==> config.mk <==
export PLATFORM = sky130hd
export DESIGN_NAME = nibble_palette_pixel_effects
export DESIGN_NICKNAME = d
export VERILOG_FILES = /design/src/design/nppe_pkg.sv /design/src/design/nppe_cfg.sv /design/src/design/nppe_prep.sv /design/src/design/nppe_fx.sv /design/src/design/nppe_sel.sv /design/src/design/nibble_palette_pixel_effects.sv
export SDC_FILE = /design/constraint.sdc
export NUM_CORES = 1
export LEC_CHECK = 0
export BUFFER_PORTS_ARGS = -buffer_cell sky130_fd_sc_hd__buf_4
export CAP_MARGIN = 20
export CORE_AREA = 3 3 175 109
export CTS_CLUSTER_DIAMETER = 120
export DETAILED_ROUTE_END_ITERATION = 8
export DIE_AREA = 0 0 178 112
export PLACE_DENSITY = 0.54
export SYNTH_ARGS = -nofsm -noshare
export SYNTH_HDL_FRONTEND = slang
export SYNTH_SLANG_ARGS = --single-unit
==> constraint.sdc <==
create_clock -name clk -period 13.11 [get_ports clk]
set_clock_uncertainty 0.15 [all_clocks]
set_input_delay 2.622 -clock clk [delete_from_list [all_inputs] [get_ports clk]]
set_output_delay 2.622 -clock clk [all_outputs]
set_load 0.05 [all_outputs]
==> src/design/nppe_pkg.sv <==
package nppe_pkg;

  localparam int CFG_INDEX_W = 4;
  localparam int CFG_DATA_W  = 16;

  localparam logic [CFG_INDEX_W-1:0] REG_FILTER_COLOR     = 4'd0;
  localparam logic [CFG_INDEX_W-1:0] REG_BRIGHTNESS_DELTA = 4'd1;
  localparam logic [CFG_INDEX_W-1:0] REG_DARKEN_PHASE     = 4'd2;
  localparam logic [CFG_INDEX_W-1:0] REG_WATER_BANK       = 4'd3;

  localparam logic [3:0] OP_OVERWRITE  = 4'd0;
  localparam logic [3:0] OP_BLEND      = 4'd1;
  localparam logic [3:0] OP_RECOLOR    = 4'd2;
  localparam logic [3:0] OP_BRIGHTNESS = 4'd3;
  localparam logic [3:0] OP_DARKEN     = 4'd4;
  localparam logic [3:0] OP_LAVA       = 4'd5;
  localparam logic [3:0] OP_WATER      = 4'd6;
  localparam logic [3:0] OP_BLUR       = 4'd7;
  localparam logic [3:0] OP_ICED_BLUR  = 4'd8;

  localparam logic [3:0] LAVA_BANK = 4'h7;
  localparam logic [3:0] ICE_BANK  = 4'h8;
  localparam logic [3:0] MAX_LEVEL = 4'hf;

  typedef struct packed {
    logic [3:0]         filter_color;
    logic signed [7:0]  brightness_delta;
    logic [15:0]        darken_phase;
    logic [3:0]         water_bank;
  } cfg_t;

  typedef struct packed {
    logic [3:0]         op;
    logic [7:0]         src;
    logic [7:0]         dst;
    logic [3:0]         half_sd;
    logic [3:0]         lava_q;
    logic [3:0]         water_half;
    logic signed [8:0]  bright_t;
    logic [3:0]         ripple;
  } prep_t;

  typedef struct packed {
    logic [3:0] op;
    logic [7:0] src;
    logic [7:0] dst;
    logic [3:0] half_sd;
    logic [3:0] lava_q;
    logic [3:0] water_half;
    logic [3:0] bright_lo;
    logic [3:0] darken_lo;
  } fx_t;

endpackage

==> src/design/nppe_cfg.sv <==
module nppe_cfg (
  input  logic                                clk,
  input  logic                                rst_n,
  input  logic                                cfg_we,
  input  logic [nppe_pkg::CFG_INDEX_W-1:0]    cfg_index,
  input  logic [nppe_pkg::CFG_DATA_W-1:0]     cfg_wdata,
  output nppe_pkg::cfg_t                      cfg_r
);

  nppe_pkg::cfg_t cfg_nxt;

  always_comb begin
    cfg_nxt = cfg_r;
    if (cfg_we) begin
      case (cfg_index)
        nppe_pkg::REG_FILTER_COLOR:     cfg_nxt.filter_color     = cfg_wdata[3:0];
        nppe_pkg::REG_BRIGHTNESS_DELTA: cfg_nxt.brightness_delta = $signed(cfg_wdata[7:0]);
        nppe_pkg::REG_DARKEN_PHASE:     cfg_nxt.darken_phase     = cfg_wdata[15:0];
        nppe_pkg::REG_WATER_BANK:       cfg_nxt.water_bank       = cfg_wdata[3:0];
        default: ;
      endcase
    end
  end

  always_ff @(posedge clk) begin
    if (!rst_n) begin
      cfg_r <= '0;
    end else begin
      cfg_r <= cfg_nxt;
    end
  end

endmodule

==> src/design/nppe_prep.sv <==
module nppe_prep (
  input  logic                 clk,
  input  logic                 rst_n,
  input  logic                 load,
  input  logic                 valid_in,
  input  logic [3:0]           operation,
  input  logic [7:0]           src_pixel,
  input  logic [7:0]           dst_pixel,
  input  logic [7:0]           neighbor_a,
  input  logic [7:0]           neighbor_b,
  input  logic                 edge_flag,
  input  logic [8:0]           column,
  input  logic [7:0]           row,
  input  nppe_pkg::cfg_t       cfg,
  output logic                 valid_r,
  output nppe_pkg::prep_t      data_r
);

  nppe_pkg::prep_t data_nxt;
  logic [5:0] diff;
  logic [3:0] b_term;
  logic [4:0] sum_sd;
  logic [4:0] sum_sa;
  logic [5:0] sum_lava;

  always_comb begin
    // only bits [5:2] of the ripple difference reach the nibble sum
    diff     = column[5:0] - cfg.darken_phase[5:0] - row[5:0];
    b_term   = edge_flag ? 4'd0 : neighbor_b[3:0];
    sum_sd   = {1'b0, src_pixel[3:0]} + {1'b0, dst_pixel[3:0]};
    sum_sa   = {1'b0, src_pixel[3:0]} + {1'b0, neighbor_a[3:0]};
    sum_lava = {2'b0, src_pixel[3:0]} + {2'b0, neighbor_a[3:0]} + {2'b0, b_term};

    data_nxt.op         = operation;
    data_nxt.src        = src_pixel;
    data_nxt.dst        = dst_pixel;
    data_nxt.half_sd    = sum_sd[4:1];
    data_nxt.lava_q     = sum_lava[5:2];
    data_nxt.water_half = sum_sa[4:1];
    data_nxt.bright_t   = $signed({5'b0, dst_pixel[3:0]})
                          + $signed({cfg.brightness_delta[7], cfg.brightness_delta});
    data_nxt.ripple     = diff[5:2] + neighbor_a[3:0] + b_term;
  end

  always_ff @(posedge clk) begin
    if (!rst_n) begin
      valid_r <= 1'b0;
    end else if (load) begin
      valid_r <= valid_in;
    end
  end

  always_ff @(posedge clk) begin
    if (load) begin
      data_r <= data_nxt;
    end
  end

endmodule

==> src/design/nppe_fx.sv <==
module nppe_fx (
  input  logic                 clk,
  input  logic                 rst_n,
  input  logic                 load,
  input  logic                 valid_in,
  input  nppe_pkg::prep_t      data_in,
  output logic                 valid_r,
  output nppe_pkg::fx_t        data_r
);

  nppe_pkg::fx_t data_nxt;
  logic [3:0] lvl;
  logic [7:0] dark_acc;

  always_comb begin
    lvl      = data_in.dst[3:0];
    // 15*L(d) + r, at most 240
    dark_acc = {lvl, 4'b0} - {4'b0, lvl} + {4'b0, data_in.ripple};

    data_nxt.op         = data_in.op;
    data_nxt.src        = data_in.src;
    data_nxt.dst        = data_in.dst;
    data_nxt.half_sd    = data_in.half_sd;
    data_nxt.lava_q     = data_in.lava_q;
    data_nxt.water_half = data_in.water_half;
    data_nxt.darken_lo  = dark_acc[7:4];
    if (data_in.bright_t[8] || (data_in.bright_t[7:5] != 3'b0)) begin
      data_nxt.bright_lo = 4'd0;
    end else if (data_in.bright_t[4]) begin
      data_nxt.bright_lo = nppe_pkg::MAX_LEVEL;
    end else begin
      data_nxt.bright_lo = data_in.bright_t[3:0];
    end
  end

  always_ff @(posedge clk) begin
    if (!rst_n) begin
      valid_r <= 1'b0;
    end else if (load) begin
      valid_r <= valid_in;
    end
  end

  always_ff @(posedge clk) begin
    if (load) begin
      data_r <= data_nxt;
    end
  end

endmodule

==> src/design/nppe_sel.sv <==
module nppe_sel (
  input  logic                 clk,
  input  logic                 rst_n,
  input  logic                 load,
  input  logic                 valid_in,
  input  nppe_pkg::fx_t        data_in,
  input  nppe_pkg::cfg_t       cfg,
  output logic                 valid_r,
  output logic [7:0]           pixel_r
);

  logic [7:0] pixel_nxt;
  logic       src_nz;

  always_comb begin
    src_nz = (data_in.src != 8'd0);
    case (data_in.op)
      nppe_pkg::OP_OVERWRITE:  pixel_nxt = src_nz ? data_in.src : data_in.dst;
      nppe_pkg::OP_BLEND:      pixel_nxt = src_nz ? {data_in.src[7:4], data_in.half_sd}
                                                  : data_in.dst;
      nppe_pkg::OP_RECOLOR:    pixel_nxt = {cfg.filter_color, data_in.dst[3:0]};
      nppe_pkg::OP_BRIGHTNESS: pixel_nxt = {data_in.dst[7:4], data_in.bright_lo};
      nppe_pkg::OP_DARKEN:     pixel_nxt = {data_in.dst[7:4], data_in.darken_lo};
      nppe_pkg::OP_LAVA:       pixel_nxt = {nppe_pkg::LAVA_BANK, data_in.lava_q};
      nppe_pkg::OP_WATER:      pixel_nxt = (data_in.src[5:4] != 2'b0)
                                           ? {cfg.water_bank, data_in.water_half}
                                           : data_in.src;
      nppe_pkg::OP_BLUR:       pixel_nxt = {data_in.src[7:4], data_in.half_sd};
      nppe_pkg::OP_ICED_BLUR:  pixel_nxt = {nppe_pkg::ICE_BANK, data_in.half_sd};
      default:                 pixel_nxt = data_in.dst;
    endcase
  end

  always_ff @(posedge clk) begin
    if (!rst_n) begin
      valid_r <= 1'b0;
    end else if (load) begin
      valid_r <= valid_in;
    end
  end

  always_ff @(posedge clk) begin
    if (load) begin
      pixel_r <= pixel_nxt;
    end
  end

endmodule

==> src/design/nibble_palette_pixel_effects.sv <==
// Pixel effect unit: one 8-bit pixel word in, one 8-bit pixel word out.
// Input channel (in_*): operation code, source/destination pixels, two
// neighbor pixels, edge flag and the column/row position, moved with
// in_valid/in_stall. A word is taken on a clock edge with in_valid high and
// in_stall low.
// Output channel (out_*): out_result_pixel with out_valid/out_stall.
// Config port (cfg_*): write-only; index 0 filter color, 1 brightness delta,
// 2 darken phase, 3 water bank; other indexes are dropped. Write only while
// no word is in flight.
// The pipeline has three registers (prepare, effect, select/output register);
// throughput is one word per cycle while out_stall does not hold the output.
// Reset clears all config registers to zero and empties the pipeline.
// When out_stall holds off a finished word, empty stages still fill, so up to
// three words are held before in_stall rises; nothing is dropped or repeated.
module nibble_palette_pixel_effects (
  input  logic                              clk,
  input  logic                              rst_n,
  input  logic                              in_valid,
  output logic                              in_stall,
  input  logic [3:0]                        in_operation,
  input  logic [7:0]                        in_src_pixel,
  input  logic [7:0]                        in_dst_pixel,
  input  logic [7:0]                        in_neighbor_a,
  input  logic [7:0]                        in_neighbor_b,
  input  logic                              in_edge_flag,
  input  logic [8:0]                        in_column,
  input  logic [7:0]                        in_row,
  output logic                              out_valid,
  input  logic                              out_stall,
  output logic [7:0]                        out_result_pixel,
  input  logic                              cfg_we,
  input  logic [nppe_pkg::CFG_INDEX_W-1:0]  cfg_index,
  input  logic [nppe_pkg::CFG_DATA_W-1:0]   cfg_wdata
);

  nppe_pkg::cfg_t  cfg;
  nppe_pkg::prep_t prep_data;
  nppe_pkg::fx_t   fx_data;
  logic            prep_valid;
  logic            fx_valid;
  logic            load_prep;
  logic            load_fx;
  logic            load_sel;

  assign load_sel  = !out_valid || !out_stall;
  assign load_fx   = !fx_valid || load_sel;
  assign load_prep = !prep_valid || load_fx;
  assign in_stall  = !load_prep;

  nppe_cfg u_cfg (
    .clk       (clk),
    .rst_n     (rst_n),
    .cfg_we    (cfg_we),
    .cfg_index (cfg_index),
    .cfg_wdata (cfg_wdata),
    .cfg_r     (cfg)
  );

  nppe_prep u_prep (
    .clk        (clk),
    .rst_n      (rst_n),
    .load       (load_prep),
    .valid_in   (in_valid),
    .operation  (in_operation),
    .src_pixel  (in_src_pixel),
    .dst_pixel  (in_dst_pixel),
    .neighbor_a (in_neighbor_a),
    .neighbor_b (in_neighbor_b),
    .edge_flag  (in_edge_flag),
    .column     (in_column),
    .row        (in_row),
    .cfg        (cfg),
    .valid_r    (prep_valid),
    .data_r     (prep_data)
  );

  nppe_fx u_fx (
    .clk      (clk),
    .rst_n    (rst_n),
    .load     (load_fx),
    .valid_in (prep_valid),
    .data_in  (prep_data),
    .valid_r  (fx_valid),
    .data_r   (fx_data)
  );

  nppe_sel u_sel (
    .clk      (clk),
    .rst_n    (rst_n),
    .load     (load_sel),
    .valid_in (fx_valid),
    .data_in  (fx_data),
    .cfg      (cfg),
    .valid_r  (out_valid),
    .pixel_r  (out_result_pixel)
  );

endmodule
==> flow_summary.yaml <==
global_routing:
  track_usage: 0.134
  grt_pass1_vias: 3763
  grt_pass1_wl_um: 20500
  grt_max_degree: 46
  grt-ovfl-total: 0
  antenna_found_initial: 0
detailed_routing:
  first_iter_violations: 229
  antenna_left: 0
  via_count: 3700
  wl_per_cell_um: 16.2
  remaining_drc_errors: 0
  routed_wl_um: 12700
  vias_per_cell: 4.73
  first_pass_iters: 4
pwr:
  vdd_ir_drop_max_mv: 0.0815
  p_leak_nw: 2.81
  p_per_area_mw_per_mm2: 149
  total_power_mw: 1.05
critical_path:
  ff2ff_path_depth: 16
  required_ns: 10.34
  cp_max_fo: 3
  criticalPathCategory: "in2out"
  cp_data_arrival_time_ns: 3.24
  start_kind: "primary input"
  cp-end-kind: "primary output"
placed_design:
  hpwl_um: 9420
  routabilityCongestion: 0.854
  io_buffer_count: 67
clocking:
  postCtsSetupRepairBufs: 0
  htree_levels: 4
  clk_pin_slew_ns: 0.05
  cts_resized: 0
  cts_tree: "built"
  cts_buffer_depth: 2
  worstSkewPairLatency_ns: 0.41
  cts.sinks: 118
  cts_buffers: 17
  cts_root_buf: "clkbuf_16"
  ctsHoldBuffers: 0
cells_and_area:
  antenna_cells: 0
  nFillCells: 1705
  area_growth_pct: 23.2
  drive_gt1_frac: 0.207
  nets: 642
die:
  start_util: 0.324
  die_height_um: 112
  coreArea_mm2: 0.0177
  die_w_um: 178
  rows: 38
  io_pins: 89
  die_area_mm2: 0.0199
timing:
  relSlewSlack: 0.396
  min_period_ns: 6.01
  max_freq_mhz: 166
  worst_slew_pin_slew_ns: 0.906
  rsz0062_at_grt: "no"
  setup_viol: 0
  finalHoldViolCount: 0
  tns_ns: 0
  slew_violations: 0
  post-route-period-util: 0.459
job:
  cap_violations: 0
synthesis:
  synth_edf_count: 93
  syn_area_mm2: 0.00574
  synth_flop_cell: "edfxtp_1"
  ys_ff_latch: 118
  yosys_warnings: 0
  synth_async_sr_flop_share: 0
  synth_fp_nets: 566
  avgSynthCellArea_um2: 12.7
  post_synth_inst_count: 453
  ys_seq_area_frac: 0.573
  ys_types: 57
hold_path:
  hp-class: "reg2reg"
  hold_depth: 0
run_status:
  status: "finished clean"
layout by cell type (no fill, tap or decap), drive strengths merged, types with 3 or more instances in the layout:
master / Yosys / layout
nor4: 4 / 4
a31oi: 5 / 5
mux2i: 29 / 29
o21ai: 13 / 13
inv: 39 / 44
o21a: 9 / 9
edfxtp: 93 / 93
nor3: 6 / 6
o22ai: 6 / 6
a21o: 5 / 5
xnor2: 22 / 22
nand3b: 3 / 3
buf: 10 / 70
dfxtp: 25 / 25
ha: 24 / 24
fa: 10 / 10
nor2: 12 / 12
clkbuf: 3 / 22
nand2b: 11 / 11
nor3b: 3 / 3
clkinv: 0 / 4
nand2: 16 / 16
nor2b: 35 / 35
nand3: 4 / 4
a221o: 4 / 4
a22oi: 3 / 3
a21oi: 31 / 31
flip-flops by register name, indices dropped and copies added, names as in the netlist:
register        flops
u_prep.data_r      45
u_fx.data_r        40
u_cfg.cfg_r        22
u_sel.pixel_r       8
u_fx.valid_r        1
u_prep.valid_r      1
u_sel.valid_r       1
per-layer routing:
| metal | vias to the layer above | share of wire | GRT usage |
|---|---|---|---|
| met5 | - | 0 | 0 |
| met4 | 0 | 0.011 | 0.0403 |
| met3 | 14 | 0.058 | 0.0344 |
| li1 | 1805 | - | - |
| met2 | 106 | 0.39 | 0.181 |
| met1 | 1775 | 0.54 | 0.209 |
path summary, 6_finish.rpt:
check	start	end	slack (ns)
max	out_stall	in_stall	7.10
min	u_prep.data_r[15]	u_fx.data_r[10]	0.27
max reg2reg	u_cfg.cfg_r[4]	u_prep.data_r[3]	9.12
min reg2reg	u_prep.data_r[15]	u_fx.data_r[10]	0.27
power by group:
part	internal (mW)	leakage [nW]	total, mW	switching (mW)
combinational	0.0669	1.32	0.145	0.0776
sequential	0.451	1.20	0.471	0.0206
clock	0.276	0.291	0.437	0.161
total	0.793	2.81	1.05	0.259
cells in the mapped netlist (2+ instances only):
master	number	share of area
xnor2_1	22	0.034
xor2_1	2	0.0031
a221o_1	4	0.0070
buf_2	8	0.0070
o21a_1	9	0.012
nor2_1	10	0.0065
nor4_2	2	0.0044
dfxtp_1	25	0.087
a31oi_1	5	0.0054
mux2i_1	29	0.051
o2111ai_1	2	0.0031
nor4_1	2	0.0022
nand2_1	16	0.010
nand2b_1	11	0.012
a22oi_1	3	0.0039
clkbuf_1	3	0.0020
nor3_1	6	0.0052
o21ai_1	3	0.0026
nand3_1	4	0.0035
a21o_1	5	0.0065
fa_1	10	0.035
a21oi_1	31	0.027
nand3b_1	3	0.0039
o21ai_0	10	0.0087
edfxtp_1	93	0.49
o22ai_1	6	0.0065
inv_1	39	0.025
and2_1	2	0.0022
ha_1	24	0.052
nor2b_1	35	0.038
nor3b_2	2	0.0044
o32a_1	2	0.0035
cell families after synthesis:
kind of cell,after synthesis,share of synthesized area
AO/OA/AOI/OAI,93,0.106
XOR/XNOR,24,0.0366
adder cells (fa/ha/maj),34,0.0871
buffers and inverters,52,0.0377
flip-flops,118,0.573
multiplexers,31,0.0545
AND/OR/NAND/NOR,101,0.104
per-stage QoR:
step / hold WS, ns / worst slack, ns / cells / utilization / cell area (um2)
floorplan: 0.250 / 6.00 / 453 / - / 5740
global route: 0.275 / 7.00 / 782 / 0.399 / 7070
global placement: 0.253 / 6.84 / 750 / 0.367 / 6500
finish: 0.266 / 7.10 / 782 / 0.399 / 7070
detailed placement: 0.255 / 6.74 / 750 / 0.367 / 6500
CTS: 0.268 / 7.09 / 782 / 0.399 / 7070
worst max-delay path, stage by stage:
cell	delay [ns]
buf_4	0.09
and3_1	0.20
nand2_2	0.07
inv_1	0.07
buf_4	0.19
final cells by class:
class / count / area (um2) / share of cell area
tap: 240 / 300 / 0.0424
clock buffer: 22 / 510 / 0.0722
timing repair buffer: 70 / 526 / 0.0743
multi-input combinational: 283 / 2240 / 0.316
sequential: 118 / 3290 / 0.466
clock inverter: 10 / 62.6 / 0.00884
inverter: 39 / 146 / 0.0207
Note: power is estimated with default switching activity, not from simulation.
